<file path="config.mk">
export PLATFORM = sky130hd
export DESIGN_NAME = dual_soft_pwm_with_tick_dividers
export DESIGN_NICKNAME = d
export VERILOG_FILES = /design/src/sv/dspwm_pkg.sv /design/src/sv/dspwm_channel.sv /design/src/sv/dspwm_divider.sv /design/src/sv/dual_soft_pwm_with_tick_dividers.sv
export SDC_FILE = /design/constraint.sdc
export NUM_CORES = 1
export LEC_CHECK = 0
export CAP_MARGIN = 40
export CORE_UTILIZATION = 55
export CTS_CLUSTER_DIAMETER = 120
export CTS_CLUSTER_SIZE = 16
export DETAILED_ROUTE_END_ITERATION = 10
export DONT_BUFFER_PORTS = 1
export PLACE_DENSITY = 0.79
export SLEW_MARGIN = 40
export SYNTH_ARGS = -nofsm -noshare
export SYNTH_HDL_FRONTEND = slang
export SYNTH_SLANG_ARGS = --single-unit
</file>
<file path="constraint.sdc">
create_clock -name clk -period 3.4 [get_ports clk]
set_clock_uncertainty 0.2 [all_clocks]
set_input_delay 0.51 -clock clk [delete_from_list [all_inputs] [get_ports clk]]
set_output_delay 0.51 -clock clk [all_outputs]
set_load 0.01 [all_outputs]
</file>
<file path="src/sv/dspwm_pkg.sv">
// ----------------------------------------------------------------------------
// dspwm_pkg
// Shared types and constants of the dual software PWM with tick dividers.
// ----------------------------------------------------------------------------
package dspwm_pkg;

    localparam logic [7:0] PWM_TOP   = 8'd100;
    localparam logic [7:0] MID_CYCLE = 8'd8;
    localparam logic [3:0] STAGE_TOP = 4'd10;
    localparam logic [3:0] STAGE_RELOAD = 4'd1;

    typedef enum logic [1:0] {
        KIND_TICK        = 2'd0,
        KIND_LOAD_FIRST  = 2'd1,
        KIND_LOAD_SECOND = 2'd2
    } kind_t;

    typedef enum logic [0:0] {
        CFG_CHANNEL_A = 1'b0,
        CFG_CHANNEL_B = 1'b1
    } cfg_index_t;

    typedef struct packed {
        logic [1:0]  kind;
        logic [7:0]  duty_a;
        logic [7:0]  duty_b;
        logic [15:0] load_value;
    } in_item_t;

    typedef struct packed {
        logic        switch_a;
        logic        switch_b;
        logic        check_window_a;
        logic        check_window_b;
        logic        mid_cycle_a;
        logic        mid_cycle_b;
        logic        load_clear;
        logic [2:0]  stage_pulses;
        logic [15:0] first_countdown;
        logic [15:0] second_countdown;
        logic [7:0]  tick_tally;
    } out_item_t;

    typedef struct packed {
        logic switch_level;
        logic check_window;
        logic mid_cycle;
        logic load_clear;
    } chan_res_t;

    typedef struct packed {
        logic [2:0]  stage_pulses;
        logic [15:0] first_countdown;
        logic [15:0] second_countdown;
        logic [7:0]  tick_tally;
    } div_res_t;

    typedef struct packed {
        logic tick;
        logic load_first;
        logic load_second;
    } div_ctrl_t;

endpackage

</file>
<file path="src/sv/dspwm_channel.sv">
// ----------------------------------------------------------------------------
// dspwm_channel
// One software PWM channel: cycle counter, switch level and check window.
// ----------------------------------------------------------------------------
module dspwm_channel
    import dspwm_pkg::*;
(
    input  logic       clk,
    input  logic       rst_n,
    input  logic       advance,
    input  logic       active,
    input  logic [7:0] duty,
    output chan_res_t  res
);

    logic [7:0] cycle_reg;
    logic [7:0] cycle_next;
    logic       switch_reg;
    logic       switch_next;
    logic       window_reg;
    logic       window_next;
    logic [7:0] cycle_step;
    logic [8:0] cycle_plus_one;

    always_comb
    begin
        cycle_step     = (cycle_reg < PWM_TOP) ? cycle_reg + 8'd1 : 8'd0;
        cycle_plus_one = {1'b0, cycle_step} + 9'd1;
        cycle_next     = cycle_reg;
        switch_next    = switch_reg;
        window_next    = window_reg;
        res            = '0;
        if (active)
        begin
            if (duty == 8'd0)
            begin
                cycle_next     = 8'd0;
                switch_next    = 1'b0;
                window_next    = 1'b0;
                res.load_clear = 1'b1;
            end
            else
            begin
                cycle_next    = cycle_step;
                switch_next   = cycle_step < duty;
                window_next   = (cycle_step > 8'd1) && (cycle_plus_one < {1'b0, duty});
                res.mid_cycle = cycle_step == MID_CYCLE;
            end
        end
        res.switch_level = switch_next;
        res.check_window = window_next;
    end

    always_ff @(posedge clk or negedge rst_n)
    begin
        if (!rst_n)
        begin
            cycle_reg  <= 8'd0;
            switch_reg <= 1'b0;
            window_reg <= 1'b0;
        end
        else if (advance)
        begin
            cycle_reg  <= cycle_next;
            switch_reg <= switch_next;
            window_reg <= window_next;
        end
    end

endmodule

</file>
<file path="src/sv/dspwm_divider.sv">
// ----------------------------------------------------------------------------
// dspwm_divider
// Three cascaded divide-by-ten stages, two countdown timers and a tick tally.
// ----------------------------------------------------------------------------
module dspwm_divider
    import dspwm_pkg::*;
(
    input  logic        clk,
    input  logic        rst_n,
    input  logic        advance,
    input  div_ctrl_t   ctrl,
    input  logic [15:0] load_value,
    output div_res_t    res
);

    logic [3:0]  stage_one_reg;
    logic [3:0]  stage_one_next;
    logic [3:0]  stage_two_reg;
    logic [3:0]  stage_two_next;
    logic [3:0]  stage_three_reg;
    logic [3:0]  stage_three_next;
    logic [15:0] first_reg;
    logic [15:0] first_next;
    logic [15:0] second_reg;
    logic [15:0] second_next;
    logic [7:0]  tally_reg;
    logic [7:0]  tally_next;
    logic [2:0]  wrap;

    always_comb
    begin
        stage_one_next   = stage_one_reg;
        stage_two_next   = stage_two_reg;
        stage_three_next = stage_three_reg;
        first_next       = first_reg;
        second_next      = second_reg;
        tally_next       = tally_reg;
        wrap             = 3'b000;
        if (ctrl.tick)
        begin
            tally_next = tally_reg + 8'd1;
            if (stage_one_reg < STAGE_TOP)
            begin
                stage_one_next = stage_one_reg + 4'd1;
            end
            else
            begin
                stage_one_next = STAGE_RELOAD;
                wrap[0]        = 1'b1;
                if (stage_two_reg < STAGE_TOP)
                begin
                    stage_two_next = stage_two_reg + 4'd1;
                end
                else
                begin
                    stage_two_next = STAGE_RELOAD;
                    wrap[1]        = 1'b1;
                    if (stage_three_reg < STAGE_TOP)
                    begin
                        stage_three_next = stage_three_reg + 4'd1;
                    end
                    else
                    begin
                        stage_three_next = STAGE_RELOAD;
                        wrap[2]          = 1'b1;
                        if (first_reg != 16'd0)
                        begin
                            first_next = first_reg - 16'd1;
                        end
                        if (second_reg != 16'd0)
                        begin
                            second_next = second_reg - 16'd1;
                        end
                    end
                end
            end
        end
        else if (ctrl.load_first)
        begin
            first_next = load_value;
        end
        else if (ctrl.load_second)
        begin
            second_next = load_value;
        end
        res.stage_pulses     = wrap;
        res.first_countdown  = first_next;
        res.second_countdown = second_next;
        res.tick_tally       = tally_next;
    end

    always_ff @(posedge clk or negedge rst_n)
    begin
        if (!rst_n)
        begin
            stage_one_reg   <= 4'd0;
            stage_two_reg   <= 4'd0;
            stage_three_reg <= 4'd0;
            first_reg       <= 16'd0;
            second_reg      <= 16'd0;
            tally_reg       <= 8'd0;
        end
        else if (advance)
        begin
            stage_one_reg   <= stage_one_next;
            stage_two_reg   <= stage_two_next;
            stage_three_reg <= stage_three_next;
            first_reg       <= first_next;
            second_reg      <= second_next;
            tally_reg       <= tally_next;
        end
    end

endmodule

</file>
<file path="src/sv/dual_soft_pwm_with_tick_dividers.sv">
// ----------------------------------------------------------------------------
// dual_soft_pwm_with_tick_dividers
// Two software PWM channels and a cascaded decimal tick divider with timers.
// ----------------------------------------------------------------------------
// Channel   Direction  Handshake          Payload
// cfg       in         cfg_we             cfg_index, cfg_data
// in        in         in_valid/in_ready  in_item (in_item_t)
// out       out        out_valid/out_ready out_item (out_item_t)
//
// One transfer in per cycle while the output is not stalled; an input transfer
// lands in the input register and its result is loaded into the result register
// once the output is free, which raises out_valid.
// Reset clears all counters, levels, timers and both enables.
// A stalled output holds the result; the input register still takes a new
// transfer as soon as its item moves on to the result register.
// ----------------------------------------------------------------------------
module dual_soft_pwm_with_tick_dividers
    import dspwm_pkg::*;
(
    input  logic      clk,
    input  logic      rst_n,
    input  logic      cfg_we,
    input  logic      cfg_index,
    input  logic      cfg_data,
    input  logic      in_valid,
    output logic      in_ready,
    input  in_item_t  in_item,
    output logic      out_valid,
    input  logic      out_ready,
    output out_item_t out_item
);

    logic      enable_a_reg;
    logic      enable_b_reg;
    logic      stage_valid_reg;
    in_item_t  stage_item_reg;
    logic      out_valid_reg;
    out_item_t out_item_reg;
    out_item_t out_item_next;
    logic      advance;
    logic      is_tick;
    div_ctrl_t div_ctrl;
    chan_res_t res_a;
    chan_res_t res_b;
    div_res_t  res_div;

    assign advance  = stage_valid_reg && (!out_valid_reg || out_ready);
    assign in_ready = !stage_valid_reg || advance;
    assign is_tick  = stage_item_reg.kind == KIND_TICK;

    always_comb
    begin
        div_ctrl.tick        = is_tick;
        div_ctrl.load_first  = stage_item_reg.kind == KIND_LOAD_FIRST;
        div_ctrl.load_second = stage_item_reg.kind == KIND_LOAD_SECOND;
    end

    dspwm_channel u_channel_a (
        .clk     (clk),
        .rst_n   (rst_n),
        .advance (advance),
        .active  (is_tick && enable_a_reg),
        .duty    (stage_item_reg.duty_a),
        .res     (res_a)
    );

    dspwm_channel u_channel_b (
        .clk     (clk),
        .rst_n   (rst_n),
        .advance (advance),
        .active  (is_tick && enable_b_reg),
        .duty    (stage_item_reg.duty_b),
        .res     (res_b)
    );

    dspwm_divider u_divider (
        .clk        (clk),
        .rst_n      (rst_n),
        .advance    (advance),
        .ctrl       (div_ctrl),
        .load_value (stage_item_reg.load_value),
        .res        (res_div)
    );

    always_comb
    begin
        out_item_next.switch_a         = res_a.switch_level;
        out_item_next.switch_b         = res_b.switch_level;
        out_item_next.check_window_a   = res_a.check_window;
        out_item_next.check_window_b   = res_b.check_window;
        out_item_next.mid_cycle_a      = res_a.mid_cycle;
        out_item_next.mid_cycle_b      = res_b.mid_cycle;
        out_item_next.load_clear       = res_a.load_clear || res_b.load_clear;
        out_item_next.stage_pulses     = res_div.stage_pulses;
        out_item_next.first_countdown  = res_div.first_countdown;
        out_item_next.second_countdown = res_div.second_countdown;
        out_item_next.tick_tally       = res_div.tick_tally;
    end

    always_ff @(posedge clk or negedge rst_n)
    begin
        if (!rst_n)
        begin
            enable_a_reg <= 1'b0;
            enable_b_reg <= 1'b0;
        end
        else if (cfg_we)
        begin
            unique case (cfg_index_t'(cfg_index))
                CFG_CHANNEL_A: enable_a_reg <= cfg_data;
                CFG_CHANNEL_B: enable_b_reg <= cfg_data;
                default:       ;
            endcase
        end
    end

    always_ff @(posedge clk or negedge rst_n)
    begin
        if (!rst_n)
        begin
            stage_valid_reg <= 1'b0;
            out_valid_reg   <= 1'b0;
        end
        else
        begin
            if (in_ready)
            begin
                stage_valid_reg <= in_valid;
            end
            if (advance)
            begin
                out_valid_reg <= 1'b1;
            end
            else if (out_ready)
            begin
                out_valid_reg <= 1'b0;
            end
        end
    end

    always_ff @(posedge clk)
    begin
        if (in_valid && in_ready)
        begin
            stage_item_reg <= in_item;
        end
        if (advance)
        begin
            out_item_reg <= out_item_next;
        end
    end

    assign out_valid = out_valid_reg;
    assign out_item  = out_item_reg;

endmodule
</file>
* Word level (Yosys, flattened, before mapping) *
Index checks and enable logic that the tools add are counted.

storage, ports and cells
  register bits after elaboration = 160
  bits in latches = 0
  RAM bits = 0
  bits in read-only memories = 0
  input port bits = 41
  output and inout bits = 52
  logic and storage cells = 130
  memories = 0

cells by class
  add/sub/neg operators = 10
  multipliers = 0
  divide/modulo/power cells = 0
  order comparisons = 11
  equal/unequal tests = 4
  shift operators = 0
  muxes and demuxes = 38
  bitwise operators = 6
  reductions and logical operators = 28

operators by type and width
  cell                     number
  $mux W16                 13
  $mux W8                  5
  $reduce_bool A16 Y1      2
  $sub A16 B1 Y16 const B  2
  $add A8 B1 Y8 const B    3
  $add A8 B1 Y9 const B    2
  $lt A9 B8 Y1             2
  $mux W1                  17
  $eq A8 B4 Y1 const B     2
  $gt A8 B1 Y1 const B     2
  $logic_not A8 Y1         2
  $lt A8 B7 Y1 const B     2
  $lt A8 B8 Y1             2
  $add A4 B1 Y4 const B    3
  $lt A4 B4 Y1 const B     3
  $mux W4                  3
  $reduce_and A2 Y1        5
  $logic_and A1 B1 Y1      6
  $not A1 Y1               6
  $reduce_or A2 Y1         3
  $reduce_and A4 Y1        1
  $logic_or A1 B1 Y1       3
  $reduce_and A3 Y1        1
  $reduce_or A3 Y1         1
  other kinds (5)          6

* Depth between registers and ports, before layout *
  depth after elaboration = 7
  gate-level depth with buffers = 15
  mapped depth without buffers = 14

* Hierarchy *
A second synthesis with hierarchy kept.

unflattened totals
  cell total of the unflattened synthesis = 963
  area, all modules = 9581.7 µm²

modules (own cells, without submodules)
  module                            instances  cells an instance  area each (µm²)  sequential area each (µm²)
  dspwm_divider                     1          583                4535.6           1301.2
  dual_soft_pwm_with_tick_dividers  1          104                2738.9           2622.5
  dspwm_channel                     2          138                1153.6           250.2

* Worst setup path before layout *
Ideal clock, no wire load.

  kind = register -> register
  start = reg u_channel_a.cycle_reg[4]
  end = reg out_item_reg (netlist bit out_item[47]), data pin
  setup time = 0.257 ns
  arrival = 3.175 ns
  required time = 2.943 ns
  slack = -0.232 ns
  stages on the path, launching flop included = 15
  path buffers = 1
  period minus slack after synthesis = 3.632 ns
  path through = dfrtp_1 -> clkbuf_1 -> o311a_1 -> nor3_1 -> ha_1 -> a21boi_0 -> o21ai_0 -> a21boi_0 -> o21a_1 -> nor3_1 -> ha_1 -> o2111ai_1 -> a31oi_1 -> o2111ai_1 -> a32o_1

RTL lines
  element                 RTL line                                 source
  from (decl)             dspwm_channel.sv:16                      logic [7:0] cycle_reg;
  from (signal assigned)  dspwm_channel.sv:64                      cycle_reg <= cycle_next;
  to (signal assigned)    dual_soft_pwm_with_tick_dividers.sv:149  out_item_reg <= out_item_next;
  to (decl)               dual_soft_pwm_with_tick_dividers.sv:38   out_item_t out_item_reg;

==> run_results.csv <==
group,metric,value,unit
floorplanning,die_h,131.2,microns
critical_path,end_kind,"register",
critical_path,crit_buf_inv,1,
critical_path,startpoint_type,"register",
grt,grt_use_met1,0.3530,
final_layout,final_cells,1170,
status,status,"finished clean",
final_layout,largest_register_ffs,50,
placement,preCtsSetupSlack,-0.03075,ns
power_and_ir_drop,vdd_drop_max,0.6232,mV
power_and_ir_drop,p_leak,4.275,nW
timing,slew_viol_final,0,
timing,fmax,294.9,MHz
clocking,tritoncts,"done",
synth,synthTopCellsByArea,"edfxtp_1 (27%), dfrtp_1 (21%), ha_1 (6.0%)",
floorplanning,fp.coreArea,16120,sq um
synth,ys_ff_latch,160,
clocking,cts.sinks,160,
power_and_ir_drop,p_per_area,596.5,nW/um^2
detailed_routing,first_pass_iters,5,
critical_path,slowest_stage,"dfrtp_1",
detailed_routing,via_per_inst,6.484,
final_layout,layout.nets,1025,
detailed_routing,drc_errors,0,
timing,worst_slew_pin_slew,0.7284,ns
final_layout,fin_util,0.6559,
grt,antenna_found_initial,1,
synth,synth_warnings,0,
detailed_routing,routed_wirelength,23.86,mm
run,cap_violations,0,
clocking,clock_latency,0.44,ns
synth,synth_flop_cell,"edfxtp_1",
clocking,clock-root-buffer,"clkbuf_16",
timing,setup_violations,0,
floorplanning,rows,46,
floorplanning,num_io_pins,93,
placement,hpwl,15.70,mm
grt,grt_usage,0.2800,
detailed_routing,drt_iter0_drc,852,
timing,finalWorstSetupSlack,0.008989,ns
placement,gp_congestion,0.9130,
timing,hold_viol_final,0,
critical_path,worst-path-max-fanout,5,
timing,min_period,3.391,ns
clocking,cts_buffers,17,
detailed_routing,ant_nets,0,
floorplanning,start_util,0.5700,
timing,holdWs,0.02844,ns
grt,use_met2,0.4634,
worst_hold_path,hp-class,"primary input to register",
detailed_routing,num_vias,7586,
critical_path,max_stage_delay,0.38,ns
power_and_ir_drop,p_total,6.306,mW
floorplanning,chipWidth,131.2,microns
floorplanning,dieArea,17220,sq um
detailed_routing,route.detailed.wl_per_inst,20.39,microns
final_layout,syn_to_final_growth,15.06,%
synth,avgSynthCellArea,10.28,sq um
synth,netlist_instances,894,
clocking,clockBufferDepth,2,
synth,ys_async_sr_fraction,0.4750,
critical_path,crit_required,3.39,ns
timing,fin_crit_sh,0.9974,
grt,use_met3,0.07292,
final_layout,final_layout_size_suffix_gt1_frac,0.1238,
grt,busiest_layer,"met2",
critical_path,arrival,3.38,ns
clocking,cts_max_level,4,
critical_path,criticalPathCategory,"register to register",
clocking,clk_pin_slew_worst_paths,0.06,ns
placement,place_inst,1097,
timing,slew_headroom,0.5093,
timing,rsz0062_at_grt,"true",
synth,ys_types,81,
synth,yosysTopAreaCellShare,0.2746,
grt,grt_overflow_total,0,
critical_path,crit_chain,"o311a_1, buf_4, nor3_4, ha_4, a21boi_1, o21ai_1, a21boi_2, o21a_1, nor3_1, ha_1, o2111ai_1, a31oi_1, o2111ai_2, a32o_1",
grt,grt_pass1_wl,37.81,mm
synth,netlist_area,9186,sq um
critical_path,path_delay_family,"compound AO/OA/AOI/OAI gates",
placement,port_buffers,0,
grt,grt_start_max_net_pins,77,
synth,synth.yosys.seq_area_share,0.4816,
grt,grt_pass1_vias,7180,
synth,synth_edf_count,84,
synth,yosysTopAreaCell,"edfxtp_1",
[where the power goes]
group,internal [mW],switching [mW],leakage [nW]
registers,2.36,0.353,1.75
logic,0.730,0.893,2.22
clock network,1.14,0.825,0.309
total,4.23,2.07,4.27
[cell usage in the layout (no fill, tap or decap), types with 28 or more instances in the layout]
| master | Yosys | final |
|---|---|---|
| ha_1 | 44 | 43 |
| dlygate4sd3_1 | 0 | 36 |
| inv_1 | 37 | 36 |
| nand3_1 | 45 | 45 |
| nor2_1 | 74 | 73 |
| nor3_1 | 31 | 28 |
| edfxtp_1 | 84 | 84 |
| dfrtp_1 | 76 | 76 |
| o21ai_0 | 42 | 40 |
| buf_4 | 1 | 30 |
| a21oi_1 | 36 | 36 |
| nand2_1 | 69 | 69 |
[final timing paths]
check	startpoint	end	slack, ns	cells past startpoint
setup / recovery	u_channel_a.cycle_reg[4]$_DFFE_PN0P_	out_item[47]$_DFFE_PP_	0.009	14
hold / removal	cfg_data	enable_b_reg$_DFFE_PN0P_	0.03	1
setup reg to reg	u_channel_a.cycle_reg[4]$_DFFE_PN0P_	out_item[47]$_DFFE_PP_	0.009	14
hold reg to reg	u_channel_b.window_reg$_DFFE_PN0P_	u_channel_b.window_reg$_DFFE_PN0P_	0.29	2
max in group asynchronous	rst_n	u_channel_b.switch_reg$_DFFE_PN0P_	2.24	2
min in group asynchronous	rst_n	u_channel_a.cycle_reg[5]$_DFFE_PN0P_	0.42	2
[timing repair]
action,CTS,global route
endpoints found under the hold margin,111,0
gates resized for setup,2,7
hold buffers,37,0
buffers inserted,0,3
pin swaps,1,6
endpoints found under the setup margin,1,3
[worst register-to-register path, delay by kind of cell (launching register included)]
family,cells,cell delay (ns)
adders and majority gates,2,0.49
and+or+nand+nor,2,0.28
DFF,1,0.38
buffers and inverters,1,0.15
AOI/OAI and AO/OA,9,1.66
[synth_stat cells, drive strengths merged (4+ instances only)]
| master | instances |
|---|---|
| buf | 9 |
| nand2 | 69 |
| nand2b | 4 |
| a21o | 6 |
| xnor2 | 13 |
| nor2 | 74 |
| o21ai | 49 |
| edfxtp | 84 |
| or3 | 10 |
| inv | 37 |
| and3 | 10 |
| nor2b | 10 |
| ha | 44 |
| a21oi | 37 |
| o21a | 9 |
| a31oi | 9 |
| a22oi | 15 |
| mux2i | 14 |
| or4 | 11 |
| and2 | 7 |
| o41ai | 5 |
| a211oi | 8 |
| dfrtp | 76 |
| nand4 | 20 |
| o211ai | 10 |
| clkbuf | 34 |
| o22a | 10 |
| nand3 | 45 |
| xor2 | 15 |
| nor4 | 11 |
| a22o | 14 |
| and4 | 5 |
| o22ai | 13 |
| o311ai | 13 |
| or2 | 7 |
| nor3 | 34 |
[cells by family after synthesis]
family	Yosys count	synth area share
DFF	160	0.4816
other	1	0.0004082
buffers and inverters	80	0.03568
muxes	17	0.01893
xor gates and xnor gates	28	0.02670
AOI/OAI and AO/OA	228	0.1786
adders and majority gates	44	0.05993
and+or+nand+nor	336	0.1982
[metal layers]
layer | vias up | wire length (microns)
met3 | 36 | 1770
met5 | - | 0
met2 | 331 | 11880
li1 | 3501 | -
met1 | 3718 | 9738
met4 | 0 | 475
[through the flow]
stage / cell area, sq um / setup TNS (ns)
floorplan: 9213 / 0
global placement: 9507 / 0
detailed placement: 9507 / -0.03075
CTS: 10530 / 0
global route: 10570 / -0.04405
finish: 10570 / 0
[final cells by class]
class	instances	area [sq um]
diodes	1	2.502
inverters	37	138.9
multi-input cells	657	4503
clock buffers	23	541.8
well taps	216	270.3
fillers	1245	5545
clock inverters	9	76.32
flip-flops and latches	160	4424
repair buffers	67	613.1
Note: power is estimated with default switching activity, not from simulation.
